$ cat config.mk
export PLATFORM = sky130hd
export DESIGN_NAME = rpp_cordic
export DESIGN_NICKNAME = d
export VERILOG_FILES = /design/src/hdl/rpp_pkg.sv /design/src/hdl/rpp_cordic.sv
export SDC_FILE = /design/constraint.sdc
export NUM_CORES = 2
export LEC_CHECK = 0
export BUFFER_PORTS_ARGS = -buffer_cell sky130_fd_sc_hd__buf_2
export CAP_MARGIN = 20
export CORE_UTILIZATION = 50
export DETAILED_ROUTE_END_ITERATION = 7
export PLACE_DENSITY_LB_ADDON = 0.12
export SYNTH_ARGS = -nofsm -noshare
export SYNTH_HDL_FRONTEND = slang
export SYNTH_SLANG_ARGS = --single-unit
$ cat constraint.sdc
create_clock -name clk -period 7.7 [get_ports clk]
set_clock_uncertainty 0.05 [all_clocks]
set_input_delay 1.54 -clock clk [delete_from_list [all_inputs] [get_ports clk]]
set_output_delay 1.54 -clock clk [all_outputs]
set_load 0.05 [all_outputs]
$ cat src/hdl/rpp_pkg.sv
// ----------------------------------------------------------------------------
// rpp_pkg
// Shared widths, constants and pipeline record types for the point rotator.
// ----------------------------------------------------------------------------
package rpp_pkg;

  localparam int CORDIC_STAGES = 16;
  localparam int FRACTION_BITS = 16;

  localparam int COORD_W     = 32;
  localparam int DIFF_W      = COORD_W + 1;
  localparam int ANGLE_W     = 19;
  localparam int ANGLE_SHIFT = 14;
  localparam int ZW          = 34;
  localparam int CW          = FRACTION_BITS + 3;
  localparam int PW          = DIFF_W + CW;
  localparam int SW          = PW + 1;
  localparam int RW          = SW - FRACTION_BITS + 1;

  // Cycles from the accepting edge to the edge at which the result is sampled.
  localparam int PIPE_LAT = CORDIC_STAGES + 5;

  localparam logic signed [ANGLE_W-1:0] ANGLE_PI_Q16  = 19'sd205887;
  localparam logic signed [ANGLE_W-1:0] ANGLE_NPI_Q16 = -19'sd205887;
  localparam logic signed [ZW-1:0]      PI_Q30        = 34'sd3373259426;
  localparam logic signed [ZW-1:0]      HALF_PI_Q30   = 34'sd1686629713;
  localparam logic signed [ZW-1:0]      NHALF_PI_Q30  = -34'sd1686629713;

  localparam longint GAIN_Q30    = 652032874;
  localparam longint X_INIT_L    = (GAIN_Q30 + (64'sd1 <<< (29 - FRACTION_BITS)))
                                   >>> (30 - FRACTION_BITS);
  localparam logic signed [CW-1:0] X_INIT = CW'(X_INIT_L);

  // Largest cosine magnitude that is still treated as zero (|c| * 10000 < 2^F).
  localparam int COS_ZERO_LIM = ((1 << FRACTION_BITS) - 1) / 10000;

  localparam logic [31:0] ATAN_TBL [32] = '{
    32'h3243F6A8, 32'h1DAC6705, 32'h0FADBAFC, 32'h07F56EA6, 32'h03FEAB76,
    32'h01FFD55B, 32'h00FFFAAA, 32'h007FFF55, 32'h003FFFEA, 32'h001FFFFD,
    32'h000FFFFF, 32'h0007FFFF, 32'h0003FFFF, 32'h0001FFFF, 32'h0000FFFF,
    32'h00007FFF, 32'h00003FFF, 32'h00001FFF, 32'h00000FFF, 32'h000007FF,
    32'h000003FF, 32'h000001FF, 32'h000000FF, 32'h0000007F, 32'h0000003F,
    32'h0000001F, 32'h0000000F, 32'h00000008, 32'h00000004, 32'h00000002,
    32'h00000001, 32'h00000000
  };

  // Values that ride along the CORDIC unchanged.
  typedef struct packed {
    logic                      err;
    logic                      neg;
    logic signed [COORD_W-1:0] cx;
    logic signed [COORD_W-1:0] cy;
    logic signed [DIFF_W-1:0]  dx;
    logic signed [DIFF_W-1:0]  dy;
  } side_t;

  typedef struct packed {
    logic signed [CW-1:0] x;
    logic signed [CW-1:0] y;
    logic signed [ZW-1:0] z;
  } cordic_t;

endpackage

$ cat src/hdl/rpp_cordic.sv
// ----------------------------------------------------------------------------
// rpp_cordic
// Unrolled rotation-mode CORDIC, one micro-rotation per register stage.
// ----------------------------------------------------------------------------
module rpp_cordic import rpp_pkg::*; (
  input  logic    clk,
  input  logic    rst_n,
  input  logic    in_vld,
  input  cordic_t in_dat,
  input  side_t   in_side,
  output logic    out_vld,
  output cordic_t out_dat,
  output side_t   out_side
);

  logic [CORDIC_STAGES-1:0] vld_r;
  cordic_t                  dat_r   [CORDIC_STAGES];
  side_t                    side_r  [CORDIC_STAGES];
  logic [CORDIC_STAGES-1:0] vld_in;
  cordic_t                  dat_in  [CORDIC_STAGES];
  side_t                    side_in [CORDIC_STAGES];
  cordic_t                  dat_nxt [CORDIC_STAGES];

  for (genvar i = 0; i < CORDIC_STAGES; i++) begin : g_stage
    logic signed [CW-1:0] xs, ys;
    logic signed [ZW-1:0] at;

    if (i == 0) begin : g_first
      assign vld_in[i]  = in_vld;
      assign dat_in[i]  = in_dat;
      assign side_in[i] = in_side;
    end else begin : g_next
      assign vld_in[i]  = vld_r[i-1];
      assign dat_in[i]  = dat_r[i-1];
      assign side_in[i] = side_r[i-1];
    end

    always_comb begin
      xs = $signed(dat_in[i].x) >>> i;
      ys = $signed(dat_in[i].y) >>> i;
      at = $signed({{(ZW-32){1'b0}}, ATAN_TBL[i]});
      if (!dat_in[i].z[ZW-1]) begin
        dat_nxt[i].x = dat_in[i].x - ys;
        dat_nxt[i].y = dat_in[i].y + xs;
        dat_nxt[i].z = dat_in[i].z - at;
      end else begin
        dat_nxt[i].x = dat_in[i].x + ys;
        dat_nxt[i].y = dat_in[i].y - xs;
        dat_nxt[i].z = dat_in[i].z + at;
      end
    end

    always_ff @(posedge clk) begin
      if (!rst_n) begin
        vld_r[i] <= 1'b0;
      end else begin
        vld_r[i] <= vld_in[i];
      end
    end

    always_ff @(posedge clk) begin
      if (vld_in[i]) begin
        dat_r[i]  <= dat_nxt[i];
        side_r[i] <= side_in[i];
      end
    end
  end

  assign out_vld  = vld_r[CORDIC_STAGES-1];
  assign out_dat  = dat_r[CORDIC_STAGES-1];
  assign out_side = side_r[CORDIC_STAGES-1];

endmodule

# Word level (Yosys, flattened, before mapping)

Memories as Yosys holds them, arrays and structs flattened.
Cells that the tools add are included.

Register bits after elaboration: 16
Bits in latches: 0
Bits in writable memories: 3,264
Memory bits (read-only): 0
Input bits: 207
Output and inout port bits: 205
Logic and storage cells: 161
Memories kept: 2

$add $sub $neg: 95
Multiply operators: 0
Div/mod/pow operators: 0
$lt $le $gt $ge: 0
Equality and inequality tests: 0
Shifts and indexed selects: 0
Multiplexer cells: 48
Bitwise logic cells: 0
Reduce and logical (&&, ||, !) cells: 0

Memories:

| name   | words | bits a word | rd ports | clocked after memory_dff | wr ports | RTL line         | text |
|---|---|---|---|---|---|---|---|
| side_r | 16    | 132         | 16       | 0                        | 16       | rpp_cordic.sv:18 | `side_t side_r [CORDIC_STAGES];` |
| dat_r  | 16    | 72          | 16       | 0                        | 16       | rpp_cordic.sv:17 | `cordic_t dat_r [CORDIC_STAGES];` |

Operators with widths:

| kind             | count |
|---|---|
| $mux 72          | 16 |
| $add 19x10->19   | 2 |
| $add 19x11->19   | 2 |
| $add 19x12->19   | 2 |
| $add 19x13->19   | 2 |
| $add 19x14->19   | 2 |
| $add 19x15->19   | 2 |
| $add 19x16->19   | 2 |
| $add 19x17->19   | 2 |
| $add 19x18->19   | 2 |
| $add 19x4->19    | 2 |
| $add 19x5->19    | 2 |
| $add 19x6->19    | 2 |
| $add 19x7->19    | 2 |
| $add 19x8->19    | 2 |
| $add 19x9->19    | 2 |
| $sub 19x10->19   | 2 |
| $sub 19x11->19   | 2 |
| $sub 19x12->19   | 2 |
| $sub 19x13->19   | 2 |
| $sub 19x14->19   | 2 |
| $sub 19x15->19   | 2 |
| $sub 19x16->19   | 2 |
| $sub 19x17->19   | 2 |
| other kinds (42) | 81 |

# Longest topological paths before layout

An unclocked memory read counts as a cell.

Word-level depth: 3
Gate-level depth with buffers: 17
Gate-level depth less buffers: 17

# Worst setup path after synthesis

OpenSTA, ideal clock, no wires.

Kind: reg2reg
Start point: reg vld_r[0], in the netlist vld_in[1]
End point: mem dat_r[0][100] in the netlist's numbering, enable pin
Setup time: 584 ps
Arrival: 4,754 ps
Required time: 7,066 ps
Setup slack: 2,312 ps
Stages on the path, launching flop included: 1
Path buffers: 0
Period minus slack after synthesis: 5,388 ps
Cell sequence: dfxtp_1

RTL lines:

| item                              | RTL line         | text |
|---|---|---|
| from (decl)                       | rpp_cordic.sv:16 | `logic [CORDIC_STAGES-1:0] vld_r;` |
| from (signal, indexed assignment) | rpp_cordic.sv:57 | `vld_r[i] <= vld_in[i];` |
| to (decl)                         | rpp_cordic.sv:17 |  |

==> impl_results.md <==
* Crit-path slowest cell: edfxtp_1
* Number of routed nets with antenna violations at 0
* Max-slew headroom at 0.237
* Die Wd at 561 um
* Ys async rst share at 0
* Mapped Cells at 11400
* Cell-internal power at around 32000 uW
* Dpl hpwl at between 200 and 250 mm
* First-pass GRT wire length at 484 mm
* Pre-Repair DR Iteration Count at 6
* P_sw at between 9000 and 10000 uW
* Levels on crit path at 12
* Leakage at 0.0648 uW
* Finished Core Util at 0.565
* I/O pins at 412
* Maxcap violations at 0
* Flop pwr share at 0.496
* Setup TNS at 0 ps
* Cts bufs inserted at 347
* Ys Warns at 0
* Crit path DAT at 5260 ps
* WL/cell at roughly 18 um
* CTS tree: built
* Crit path max-delay family: compound AO/OA/AOI/OAI gates
* Final WS setup at 3000 ps
* Crit path required time at roughly 8300 ps
* Unrepaired setup endpoints after global routing: false
* CTS root buf: clkbuf_16
* Clock Pin Slew Worst Setup and Hold Paths at 60 ps
* Worst-Margin Slew at around 1100 ps
* Critical path startpoint category: flop
* Commonest non-fill, non-tap cell in the layout: edfxtp_1
* CP bufs+invs at 0
* Max-slew violations at 0
* Met2 Resource Use GR at 0.358
* Cell breakdown of the critical path: mux2i_1, fa_1, a21o_1, a21oi_1, o21ai_1, o41ai_1, o2111ai_1, a31oi_1, nor2b_1, o21ai_0, nor2b_1, xnor2_1
* Count of final hold-check violations at 0
* Endpoints failing setup at 0
* Routed via count at 89700
* Layout fillers at 24700
* Maximum clock rate at about 210 MHz
* Multi-input gate area in the final layout at 55700 um^2
* Crit. End Element: flop
* Critical path peak fanout at 23
* Post-synthesis net count at 12900
* Area Overhead vs Synth at 12.0%
* Switch share at 0.233
* Setup slack at placement at 2630 ps
* Tmin final at 4700 ps
* Cell variety after synth at 99
* GRT busiest layer: met2
* Number of synthesized flops with an enable pin at 3263
* IO Port Bufs at between 400 and 500
* Total Wirelength at 306 mm
* Gate power share at 0.112
* Gr usage total at 0.192
* Htree depth at 5
* Synthesis-stage register bit count at 3279
* Die Area at 315000 um^2
* Top_reg_cell synth: edfxtp_1
* CP max stage delay at 1040 ps
* Crit path top cell by count: nor2b_1
* Post-synthesis sequential area ratio at 0.629
* Reg2Reg Depth at 12
* Die H at 561 um
* Clk Latency, worst-skew pair at 920 ps
* Vias in the first global route at 91900
* Syn avg cell area at 13.7 um^2
* Syn Std Cell Area at between 150000 and 200000 um^2
* Register area at 98400 um^2
* Largest net degree at the start of global routing at 123
* Post CTS Setup Buffer Count at 0
* Clock share of power at 0.392
* Layout cell share with drive strength beyond 1 at 0.0936
* Hold slack at 351 ps
* Grt total ovfl at 0
* Status: complete, no violations
* Most frequent cells in the layout: edfxtp_1, ha_1, a21oi_1
* Initial core utilization at 0.504
* Vias per inst at 5.42
* Max VDD drop at 0.185 mV
* CTS sink count at 3279
* DRT iter0 DRCs at 4744
* # DRC at 0
* Post-cts sizing count at 0
* Std-Cell Rows at 204
* Max Root-Sink Buffers at 4
* Worst Hold Class: flop to flop
* WHS Path Cells at 0
* Post-route cell area at 175000 um^2
* GR met3 Demand/Resource at 0.0262
* Initial antenna violation count at 8
* # hold bufs at CTS at 0
* Critical path class: flop to flop
* Nets at about 14000
* Placed inst area at about 160000 um^2
* PD cells at 236 nW/um^2
* Core area at 310000 um^2
* Fin crit share at 0.610
* RePlAce Congestion at 0.910
* M1 GR Usage at 0.220
==> metrics by stage <==
step / instances / power (uW)
finish: 16500 / 41300
global route: 16500 / 43100
CTS: 16500 / 41900
detailed placement: 15900 / 25500
global placement: 15900 / 25400
floorplan: 11400 / 24400
==> layer usage <==
| metal | share of wire | vias to the layer above |
|---|---|---|
| li1 | - | 44800 |
| met1 | 0.41 | 42600 |
| met2 | 0.52 | 1717 |
| met3 | 0.037 | 646 |
| met4 | 0.041 | 0 |
| met5 | 0 | - |
==> path summary, 6_finish.rpt <==
| kind | end | slack, ps | from |
|---|---|---|---|
| max | dat_r[1][266]$_DFFE_PP_ | 3000 | dat_r[1][177]$_DFFE_PP_ |
| min | side_r[1][995]$_DFFE_PP_ | 350 | side_r[1][863]$_DFFE_PP_ |
| max reg2reg | dat_r[1][266]$_DFFE_PP_ | 3000 | dat_r[1][177]$_DFFE_PP_ |
| min reg2reg | side_r[1][995]$_DFFE_PP_ | 350 | side_r[1][863]$_DFFE_PP_ |
==> logic make-up (layout without fill, tap and decap cells) <==
| kind of cell | count (synthesis) | after routing | share of synthesized area |
|---|---|---|---|
| xor+xnor | 1235 | 1235 | 0.0692 |
| compound gates | 2640 | 2640 | 0.109 |
| buf+inv | 580 | 1579 | 0.0139 |
| mux | 66 | 66 | 0.00440 |
| simple gates | 2399 | 2399 | 0.0739 |
| fa+ha+maj | 1222 | 1222 | 0.100 |
| other cells | 0 | 5 | 0 |
| flops | 3279 | 3279 | 0.629 |
==> Yosys cell counts (56+ instances only) <==
master,instances,area share
o21ai_0,440,0.014
or3_1,112,0.0045
and3_1,82,0.0033
o31ai_1,56,0.0027
nand2b_1,104,0.0042
nand2_1,462,0.011
nand3_1,180,0.0058
o211ai_1,61,0.0029
xnor2_1,838,0.047
xor2_1,397,0.022
and2_1,65,0.0026
clkbuf_1,93,0.0022
ha_1,1173,0.094
nor2_1,763,0.018
edfxtp_1,3263,0.63
o21bai_1,103,0.0049
inv_1,465,0.011
a21o_1,371,0.018
nor3_1,262,0.0084
a21oi_1,921,0.030
a211oi_1,84,0.0040
a31oi_1,94,0.0038
nor2b_1,143,0.0057
o21a_1,119,0.0057
==> worst register-to-register path, delay by kind of cell (launching register included) <==
family / cells / cell delay [ps]
AOI/OAI and AO/OA: 7 / 2240
DFF: 1 / 1040
adders and majority gates: 1 / 460
muxes: 1 / 280
and+or+nand+nor: 2 / 260
xor gates and xnor gates: 1 / 80
==> registers in the layout, indices dropped and copies added, names as in the netlist <==
register,cells
out_vld,1
vld_in,15
dat_r,1151
side_r,2112
==> layout make-up <==
class	count	area share
diodes	5	0.0000715
clock inverters	213	0.0127
inverters	469	0.0101
multi-input cells	7562	0.318
clock buffers	408	0.0509
flip-flops and latches	3279	0.562
repair buffers	489	0.0163
well taps	4120	0.0295
==> power groups by stage <==
| stage | combinational (uW) | sequential (uW) | clock [uW] |
|---|---|---|---|
| after CTS | 4640 | 20500 | 16700 |
| after floorplan | 3590 | 20800 | 0 |
| final | 4620 | 20500 | 16200 |
| after detailed placement | 4600 | 20900 | 0 |
| after global placement | 4510 | 20900 | 0 |
| after global routing | 5160 | 20500 | 17400 |
(Power assumes the default switching activity.)
