[src/hdl/rpp_pkg.sv]
// ----------------------------------------------------------------------------
// rpp_pkg
// Shared widths, constants and pipeline record types for the point rotator.
// ----------------------------------------------------------------------------
package rpp_pkg;

  localparam int CORDIC_STAGES = 16;
  localparam int FRACTION_BITS = 16;

  localparam int COORD_W     = 32;
  localparam int DIFF_W      = COORD_W + 1;
  localparam int ANGLE_W     = 19;
  localparam int ANGLE_SHIFT = 14;
  localparam int ZW          = 34;
  localparam int CW          = FRACTION_BITS + 3;
  localparam int PW          = DIFF_W + CW;
  localparam int SW          = PW + 1;
  localparam int RW          = SW - FRACTION_BITS + 1;

  // Cycles from the accepting edge to the edge at which the result is sampled.
  localparam int PIPE_LAT = CORDIC_STAGES + 5;

  localparam logic signed [ANGLE_W-1:0] ANGLE_PI_Q16  = 19'sd205887;
  localparam logic signed [ANGLE_W-1:0] ANGLE_NPI_Q16 = -19'sd205887;
  localparam logic signed [ZW-1:0]      PI_Q30        = 34'sd3373259426;
  localparam logic signed [ZW-1:0]      HALF_PI_Q30   = 34'sd1686629713;
  localparam logic signed [ZW-1:0]      NHALF_PI_Q30  = -34'sd1686629713;

  localparam longint GAIN_Q30    = 652032874;
  localparam longint X_INIT_L    = (GAIN_Q30 + (64'sd1 <<< (29 - FRACTION_BITS)))
                                   >>> (30 - FRACTION_BITS);
  localparam logic signed [CW-1:0] X_INIT = CW'(X_INIT_L);

  // Largest cosine magnitude that is still treated as zero (|c| * 10000 < 2^F).
  localparam int COS_ZERO_LIM = ((1 << FRACTION_BITS) - 1) / 10000;

  localparam logic [31:0] ATAN_TBL [32] = '{
    32'h3243F6A8, 32'h1DAC6705, 32'h0FADBAFC, 32'h07F56EA6, 32'h03FEAB76,
    32'h01FFD55B, 32'h00FFFAAA, 32'h007FFF55, 32'h003FFFEA, 32'h001FFFFD,
    32'h000FFFFF, 32'h0007FFFF, 32'h0003FFFF, 32'h0001FFFF, 32'h0000FFFF,
    32'h00007FFF, 32'h00003FFF, 32'h00001FFF, 32'h00000FFF, 32'h000007FF,
    32'h000003FF, 32'h000001FF, 32'h000000FF, 32'h0000007F, 32'h0000003F,
    32'h0000001F, 32'h0000000F, 32'h00000008, 32'h00000004, 32'h00000002,
    32'h00000001, 32'h00000000
  };

  // Values that ride along the CORDIC unchanged.
  typedef struct packed {
    logic                      err;
    logic                      neg;
    logic signed [COORD_W-1:0] cx;
    logic signed [COORD_W-1:0] cy;
    logic signed [DIFF_W-1:0]  dx;
    logic signed [DIFF_W-1:0]  dy;
  } side_t;

  typedef struct packed {
    logic signed [CW-1:0] x;
    logic signed [CW-1:0] y;
    logic signed [ZW-1:0] z;
  } cordic_t;

endpackage

[src/hdl/rpp_front.sv]
// ----------------------------------------------------------------------------
// rpp_front
// Input stage: range check, angle widening and quadrant fold, point offsets.
// ----------------------------------------------------------------------------
module rpp_front import rpp_pkg::*; (
  input  logic                      clk,
  input  logic                      rst_n,
  input  logic                      accept,
  input  logic signed [COORD_W-1:0] point_x,
  input  logic signed [COORD_W-1:0] point_y,
  input  logic signed [COORD_W-1:0] pivot_x,
  input  logic signed [COORD_W-1:0] pivot_y,
  input  logic signed [ANGLE_W-1:0] angle,
  output logic                      valid,
  output cordic_t                   cdata,
  output side_t                     side
);

  logic                 valid_r;
  cordic_t              cdata_r, cdata_nxt;
  side_t                side_r, side_nxt;
  logic signed [ZW-1:0] z_wide;

  always_comb begin
    z_wide = $signed({{(ZW-ANGLE_W){angle[ANGLE_W-1]}}, angle}) <<< ANGLE_SHIFT;
    side_nxt.err = (angle > ANGLE_PI_Q16) || (angle < ANGLE_NPI_Q16);
    side_nxt.cx  = pivot_x;
    side_nxt.cy  = pivot_y;
    side_nxt.dx  = $signed({point_x[COORD_W-1], point_x}) -
                   $signed({pivot_x[COORD_W-1], pivot_x});
    side_nxt.dy  = $signed({point_y[COORD_W-1], point_y}) -
                   $signed({pivot_y[COORD_W-1], pivot_y});
    cdata_nxt.x  = X_INIT;
    cdata_nxt.y  = '0;
    // Angles beyond a right angle run half a turn around, and the result is negated.
    priority if (z_wide > HALF_PI_Q30) begin
      cdata_nxt.z  = z_wide - PI_Q30;
      side_nxt.neg = 1'b1;
    end else if (z_wide < NHALF_PI_Q30) begin
      cdata_nxt.z  = z_wide + PI_Q30;
      side_nxt.neg = 1'b1;
    end else begin
      cdata_nxt.z  = z_wide;
      side_nxt.neg = 1'b0;
    end
  end

  always_ff @(posedge clk) begin
    if (!rst_n) begin
      valid_r <= 1'b0;
    end else begin
      valid_r <= accept;
    end
  end

  always_ff @(posedge clk) begin
    if (accept) begin
      cdata_r <= cdata_nxt;
      side_r  <= side_nxt;
    end
  end

  assign valid = valid_r;
  assign cdata = cdata_r;
  assign side  = side_r;

endmodule

[config.mk]
export PLATFORM = sky130hd
export DESIGN_NAME = rpp_front
export DESIGN_NICKNAME = d
export VERILOG_FILES = /design/src/hdl/rpp_pkg.sv /design/src/hdl/rpp_front.sv
export SDC_FILE = /design/constraint.sdc
export NUM_CORES = 1
export LEC_CHECK = 0
export ABC_AREA = 1
export BUFFER_PORTS_ARGS = -buffer_cell sky130_fd_sc_hd__buf_2
export CORE_MARGIN = 1.5
export CORE_UTILIZATION = 35
export CTS_BUF_LIST = sky130_fd_sc_hd__clkbuf_2 sky130_fd_sc_hd__clkbuf_4 sky130_fd_sc_hd__clkbuf_8
export CTS_CLUSTER_DIAMETER = 50
export CTS_CLUSTER_SIZE = 25
export DETAILED_ROUTE_END_ITERATION = 6
export GPL_TIMING_DRIVEN = 0
export REMOVE_ABC_BUFFERS = 1
export SYNTH_ARGS = -nofsm -noshare
export SYNTH_HDL_FRONTEND = slang
export SYNTH_SLANG_ARGS = --single-unit
[constraint.sdc]
create_clock -name clk -period 2.3 [get_ports clk]
set_input_delay 0.345 -clock clk [delete_from_list [all_inputs] [get_ports clk]]
set_output_delay 0.345 -clock clk [all_outputs]
set_load 0.02 [all_outputs]
Word level (Yosys, flattened, before mapping)
Cells that the tools add are included.
Storage, ports and cells
  logic and storage cells: 20
  bits of input ports: 150
  flip-flop bits (word level): 167
  output and inout port bits: 205
Cells by class
  reductions and logical operators: 1
  magnitude comparators: 4
  mux-type cells: 3
  add/sub/neg operators: 4
Operator list (number)
  34-bit 2-to-1 mux: 2
  32-bit by 32-bit subtractor with 33-bit output: 2
  33-bit by 33-bit adder with 34-bit output (second input constant): 1
  33-bit by 33-bit subtractor with 34-bit output (second input constant): 1
  33-bit by 32-bit > comparator with 1-bit output (second input constant): 1
  33-bit by 32-bit less-than comparator with 1-bit output (second input constant): 1
  19-bit > comparator (second input constant): 1
  19-bit less-than comparator (second input constant): 1
  1-bit logical OR: 1
  1-bit 2-to-1 mux: 1

Depth between registers and ports, before layout
Gate-level depths: netlist of the first run.
  depth in word-level cells: 3
  gate-level depth with buffers: 14
  gate-level depth less buffers: 14

Worst setup path before layout of the first run
OpenSTA, ideal clock, no wires.
  kind: input to register
  start: input port point_x[0]
  end: register side_r (netlist bit side[63]) (data pin)
  library setup time: 0.252 ns
  slack: 0.312 ns
  stages: 13
  data arrival time: 1.736 ns
  path buffers: 0
  required time: 2.048 ns
  path through: inv_1 > ha_1 > fa_1 > inv_1 > nand3_1 > nand2_1 > nand2_1 > nand2_1 > nand3_1 > nand2_1 > nand2_1 > nand3_1 > nand2_1
RTL lines
  start, declared: line rpp_front.sv:9  | input logic signed [COORD_W-1:0] point_x,
  end signal, assigned: line rpp_front.sv:59  | side_r <= side_nxt;
  end, declared: line rpp_front.sv:21  | side_t side_r, side_nxt;

==> results of run 1 <==
==> per-layer routing <==
layer	vias up	part of all wire, %	global-route usage, %
li1	5001	-	-
met5	-	0.095	0
met3	30	8.2	4.20
met4	4	1.4	5.28
met2	409	46	33.4
met1	4558	45	26.9
==> worst max-delay path by stage <==
stage / slack [ns] / end / startpoint
2_1_floorplan: 0.31 / side[63] / point_x[0]
3_3_place_gp: -1.16 / side[84] / accept
3_5_place_dp: -0.19 / side[65] / point_x[0]
4_1_cts: 0.34 / side[32] / point_y[0]
5_1_grt: 0.12 / side[65] / point_x[0]
6_report: 0.24 / side[65] / point_x[0]
==> Yosys cell counts (3+ instances only) <==
| cell type | number |
|---|---|
| xnor2_1 | 3 |
| nand4_1 | 19 |
| inv_1 | 230 |
| nor3_1 | 26 |
| edfxtp_1 | 154 |
| a31oi_1 | 3 |
| ha_1 | 69 |
| nor2_1 | 107 |
| nor3b_1 | 3 |
| a21oi_1 | 83 |
| o21bai_1 | 5 |
| nand3_1 | 95 |
| nand2_1 | 380 |
| nand2_2 | 8 |
| o21ai_0 | 57 |
| xor2_1 | 41 |
| inv_2 | 3 |
| a21o_1 | 4 |
| buf_4 | 51 |
==> registers in the layout, indices dropped and copies added, names as in the netlist <==
signal  cells
cdata      23
side      131
valid       1
==> cell type report <==
type / count / area, um2 / share of cell area (%)
Clock buffer: 17 / 234 / 1.81
Tap cell: 390 / 488 / 3.77
Inverter: 233 / 875 / 6.75
Sequential cell: 155 / 4640 / 35.8
Multi-Input combinational cell: 956 / 4940 / 38.1
Clock inverter: 15 / 164 / 1.27
Timing Repair Buffer: 316 / 1610 / 12.4
==> metrics by stage <==
stage	cells	setup TNS (ns)	hold slack, ns
after floorplan	1344	0	0.438
after global placement	2049	-177.26	0.525
after detailed placement	2050	-1.70	0.536
after CTS	2082	0	0.0191
after global routing	2082	0	0.0198
final	2082	0	0.0459
==> cell usage in the layout, fill, tap and decap left out <==
| cell | instances |
|---|---|
| edfxtp_1 | 154 |
| clkinv_1 | 2 |
| clkinv_4 | 1 |
| xnor2_1 | 3 |
| nor3_1 | 26 |
| a21boi_0 | 2 |
| o211ai_1 | 1 |
| nand3b_1 | 2 |
| nand3_1 | 95 |
| bufinv_16 | 2 |
| nor4_1 | 2 |
| clkbuf_8 | 17 |
| nand2_4 | 1 |
| nor3b_1 | 3 |
| o21bai_1 | 5 |
| inv_2 | 3 |
| conb_1 | 39 |
| nand3_2 | 1 |
| nor2_4 | 1 |
| o21ai_0 | 57 |
| xor2_1 | 41 |
| inv_8 | 2 |
| nand2_2 | 8 |
| or2_0 | 1 |
| nor2_1 | 107 |
| a31oi_1 | 3 |
| o21ai_1 | 1 |
| buf_2 | 314 |
| nand2_1 | 380 |
| ha_1 | 69 |
| buf_16 | 1 |
| nand4_1 | 19 |
| fa_1 | 2 |
| dfxtp_1 | 1 |
| inv_1 | 230 |
| inv_6 | 4 |
| a21oi_1 | 83 |
| buf_6 | 1 |
| a21o_1 | 4 |
| clkinvlp_4 | 4 |
==> report_power, final <==
part	switching, mW	internal, mW
logic	1.72	0.771
clock network	1.25	0.986
registers	0.0855	3.51
==> logic make-up after synthesis <==
group	share of synthesized area [%]
AND/OR/NAND/NOR	25.1
other	0.0699
buffers and inverters	12.0
AO/OA/AOI/OAI	7.58
adder cells (fa/ha/maj)	8.41
flip-flops	43.2
XOR/XNOR	3.59
==> results.toml, run 1 <==
[synthesis]
ys_ff_latch = 155
ys_types = 34
synthCells = 1363
syn_area_um2 = 10700
yosysTopAreaCell = "edfxtp_1"
synth_top_cell_area_share_pct = 43.1
synth.yosys.seq_area_share_pct = 43.2
syn_avg_cell_area_um2 = 7.88
synthFlopType = "edfxtp_1"
yosysWarnings = 0
synth_area_leaders = "edfxtp_1 (43%), nand2_1 (13%), ha_1 (8.0%), inv_1 (8.0%), nand3_1 (4.4%)"
ys_async_sr_fraction_pct = 0
synth_edf_count = 154

[floorplanning]
die-area_um2 = 31700
num_rows = 63
start_util_pct = 35.9
die_y_um = 178
io-pin-count = 355
core_um2 = 30000
fp.dieW_um = 178

[global_route]
grt_overflow_total = 0
grt.total_usage_pct = 20.3
grt_pass1_wl_um = 49200
grt_pass1_vias = 9440
grt_start_max_net_pins = 82
antenna_found_initial = 2

[placed_design]
dp_hpwl_um = 26500
numPortBuffers = 315
dp_slack_ns = -0.187
gp_congestion = 0.959
dpl_cell_area_um2 = 12600

[sta]
fmax_mhz = 485
fin_crit_sh_pct = 89.7
rsz0062_at_grt = "no"
worst_slew_pin_slew_ns = 0.783
finalCriticalPeriod_ns = 2.06
setup-violations-final = 0
max_slew_margin_pct = 47.8
fin_ws_ns = 0.236
maxSlewViolCount = 0
hold_violations = 0

[final_layout]
syn2layout_area_growth_pct = 20.6
final_core_util_pct = 43.3
drive_gt1_share_pct = 21.3
fill_cells = 3166
final_nets = 1900
diodes = 0
final_cell_area_um2 = 13000

[critical_path]
critical_path.max_stage_delay_ns = 0.41
crit_path_start_kind = "primary input"
cpLargestDelayFamily = "simple AND/OR/NAND/NOR gates"
crit_required_ns = 2.54
crit_buf_inv = 3
cpMostUsedCell = "nand2_1"
slowest_stage = "fa_1"
worstPathCellList = "buf_2, inv_1, ha_1, fa_1, inv_1, nand3_1, nand2_1, nand3_1, nand2_1, nand2_1, nand2_1, nand2_1, nand3_1, nand2_1"
path_max_fanout = 4
cp.arrival_ns = 2.31
criticalPathCategory = "primary input to register"
worst-path-stages = 14
end_kind = "register"

[route]
antenna_left = 0
vias = 10002
drtIter0Drc = 733
firstDrtPassIters = 5
drc_errors = 0
wl_per_cell_um = 15.7
detail_route.vias_per_cell = 4.80
routed_wl_um = 32600

[clock_tree]
post_cts.repair.setup_buffers = 0
cts_tree = "done"
ctsHoldBuffers = 0
cts.sinks = 155
ctsLongestPathBuffers = 2
cts_resized = 0
cts-root-buf = "clkbuf_8"
cts_max_level = 4
clk_pin_slew_worst_paths_ns = 0.09
cts_buffers = 17

[min_path]
min_to = "valid"
worstHoldStart = "rst_n"
hold_path.class = "primary input to register"
whs_path_depth = 3

[power_and_ir_drop]
total_power_mw = 8.32
ir_drop_mv = 0.369
power.density_nw_per_um2 = 642
leakage_nw = 6.64

[outcome]
status = "completed"

[run]
maxCapViolCount = 0
Note: power is estimated with default switching activity, not from simulation.
==> inputs of run 2 (changes only) <==
--- a/config.mk
+++ b/config.mk
@@ -6,13 +6,13 @@
 export NUM_CORES = 1
 export LEC_CHECK = 0
 export ABC_AREA = 1
-export BUFFER_PORTS_ARGS = -buffer_cell sky130_fd_sc_hd__buf_2
 export CORE_MARGIN = 1.5
 export CORE_UTILIZATION = 35
 export CTS_BUF_LIST = sky130_fd_sc_hd__clkbuf_2 sky130_fd_sc_hd__clkbuf_4 sky130_fd_sc_hd__clkbuf_8
 export CTS_CLUSTER_DIAMETER = 50
 export CTS_CLUSTER_SIZE = 25
 export DETAILED_ROUTE_END_ITERATION = 6
+export DONT_BUFFER_PORTS = 1
 export GPL_TIMING_DRIVEN = 0
 export REMOVE_ABC_BUFFERS = 1
 export SYNTH_ARGS = -nofsm -noshare
==> run 2 against run 1 <==
Compared with the run above: design area is 6.5% lower; first-iteration DRC count is 17% lower; cell count is 12% lower; flip-flop and latch count stayed put; global-route usage is 0.13 points lower; setup slack better by 0.031 ns; largest cell class unchanged.
==> results.toml, run 2 (synthesis gave the netlist of run 1 again) <==
[clock_tree]
cts_resized = 0
cts_max_level = 4
cts.sinks = 155
cts_buffers = 17
clk_pin_slew_worst_paths_ns = 0.10
ctsLongestPathBuffers = 2
cts_tree = "done"
cts-root-buf = "clkbuf_8"

[final_layout]
drive_gt1_share_pct = 3.17
mostFrequentLayoutCell = "nand2_1"
syn2layout_area_growth_pct = 12.8
final_cell_mix = "nand2_1 (380), inv_1 (230), edfxtp_1 (154)"
largest_register_ffs = 131
final_nets = 1657

[sta]
max_slew_margin_pct = 17.0
finalCriticalPeriod_ns = 2.03
fin_setup_tns_ns = 0
rsz0062_at_grt = "no"
setup-violations-final = 0
hold_violations = 0
maxSlewViolCount = 0
fmax_mhz = 492
fin_crit_sh_pct = 88.4
worst_slew_pin_slew_ns = 1.25

[route]
drtIter0Drc = 606
wl_per_cell_um = 17.9
routed_wl_um = 32900
detail_route.vias_per_cell = 4.93
firstDrtPassIters = 7
drc_errors = 0
vias = 9075
antenna_left = 0

[placed_design]
numPortBuffers = 0
dp_hpwl_um = 25300
gp_congestion = 0.947

[critical_path]
cp.arrival_ns = 1.69
end_kind = "output port"
criticalPathCategory = "register to output port"
path_max_fanout = 7
crit_path_start_kind = "register"
crit_required_ns = 1.96

[run]
maxCapViolCount = 0

[power_and_ir_drop]
leakage_nw = 5.71
swShare_pct = 35.3
comb_power_share_pct = 20.0
clkPwrFrac_pct = 28.5
p_seq_share_pct = 51.5
p_int_mw = 5.18
power.density_nw_per_um2 = 661
p_switching_mw = 2.82
total_power_mw = 8.00
ir_drop_mv = 0.342

[global_route]
grt_pass1_vias = 8915
met1_usage_pct = 25.3
met3_usage_pct = 5.20
grt.total_usage_pct = 20.1
grt_busiest_layer = "met2"
grt_start_max_net_pins = 156
grt_pass1_wl_um = 48400
grt_overflow_total = 0
antenna_found_initial = 1
use_met2_pct = 33.9

[floorplanning]
die_y_um = 178
core_um2 = 30000
fp.dieW_um = 178
num_rows = 63
die-area_um2 = 31700
io-pin-count = 355
start_util_pct = 35.9

[outcome]
status = "completed"

[min_path]
hold_path.class = "primary input to register"
## run 2: layout make-up
type / count / area [um2]
multi-input combinational: 956 / 4940
sequential: 155 / 4640
clock inverter: 14 / 170
timing repair buffer: 73 / 751
clock buffer: 18 / 241
fill: 3062 / 17800
tap: 390 / 488
antenna: 2 / 5.00
inverter: 233 / 875
## run 2: path summary, 6_finish.rpt
kind	cells past startpoint	end	slack [ns]	start
worst min-delay path	0	side[48]	0.04	accept
worst max-delay path	0	cdata[4]	0.27	cdata[13]
## run 2: stage by stage
step	cell area (um2)	utilization (%)	hold WS, ns	instances	worst slack (ns)
after CTS	12000	40.1	-0.0649	1832	0.221
after global placement	10900	36.5	0.444	1734	-0.117
after detailed placement	10900	36.5	0.444	1734	-0.162
after global routing	12100	40.4	0.00153	1839	0.173
after floorplan	10500	-	0.438	1344	0.312
final	12100	40.4	0.0407	1841	0.267
## run 2: what timing repair did
action / in CTS / in global routing
hold endpoints to repair: 158 / 34
hold buffers: 66 / 7
buffers inserted: 0 / 0
## run 2: power groups by stage
stage	logic (mW)	clock network [mW]	registers (mW)
CTS	1.55	2.34	4.13
finish	1.60	2.28	4.12
floorplan	1.09	0	4.12
global route	1.81	2.43	4.16
detailed placement	1.45	0	4.20
global placement	1.44	0	4.20
## run 2: layer usage
metal  part of all wire, %  vias to the layer above  wire, um
li1                      -                     4512         -
met1                    44                     4160     14600
met2                    46                      369     15000
met3                   8.3                       34      2720
met4                   1.8                        0       589
met5                     0                        -         0
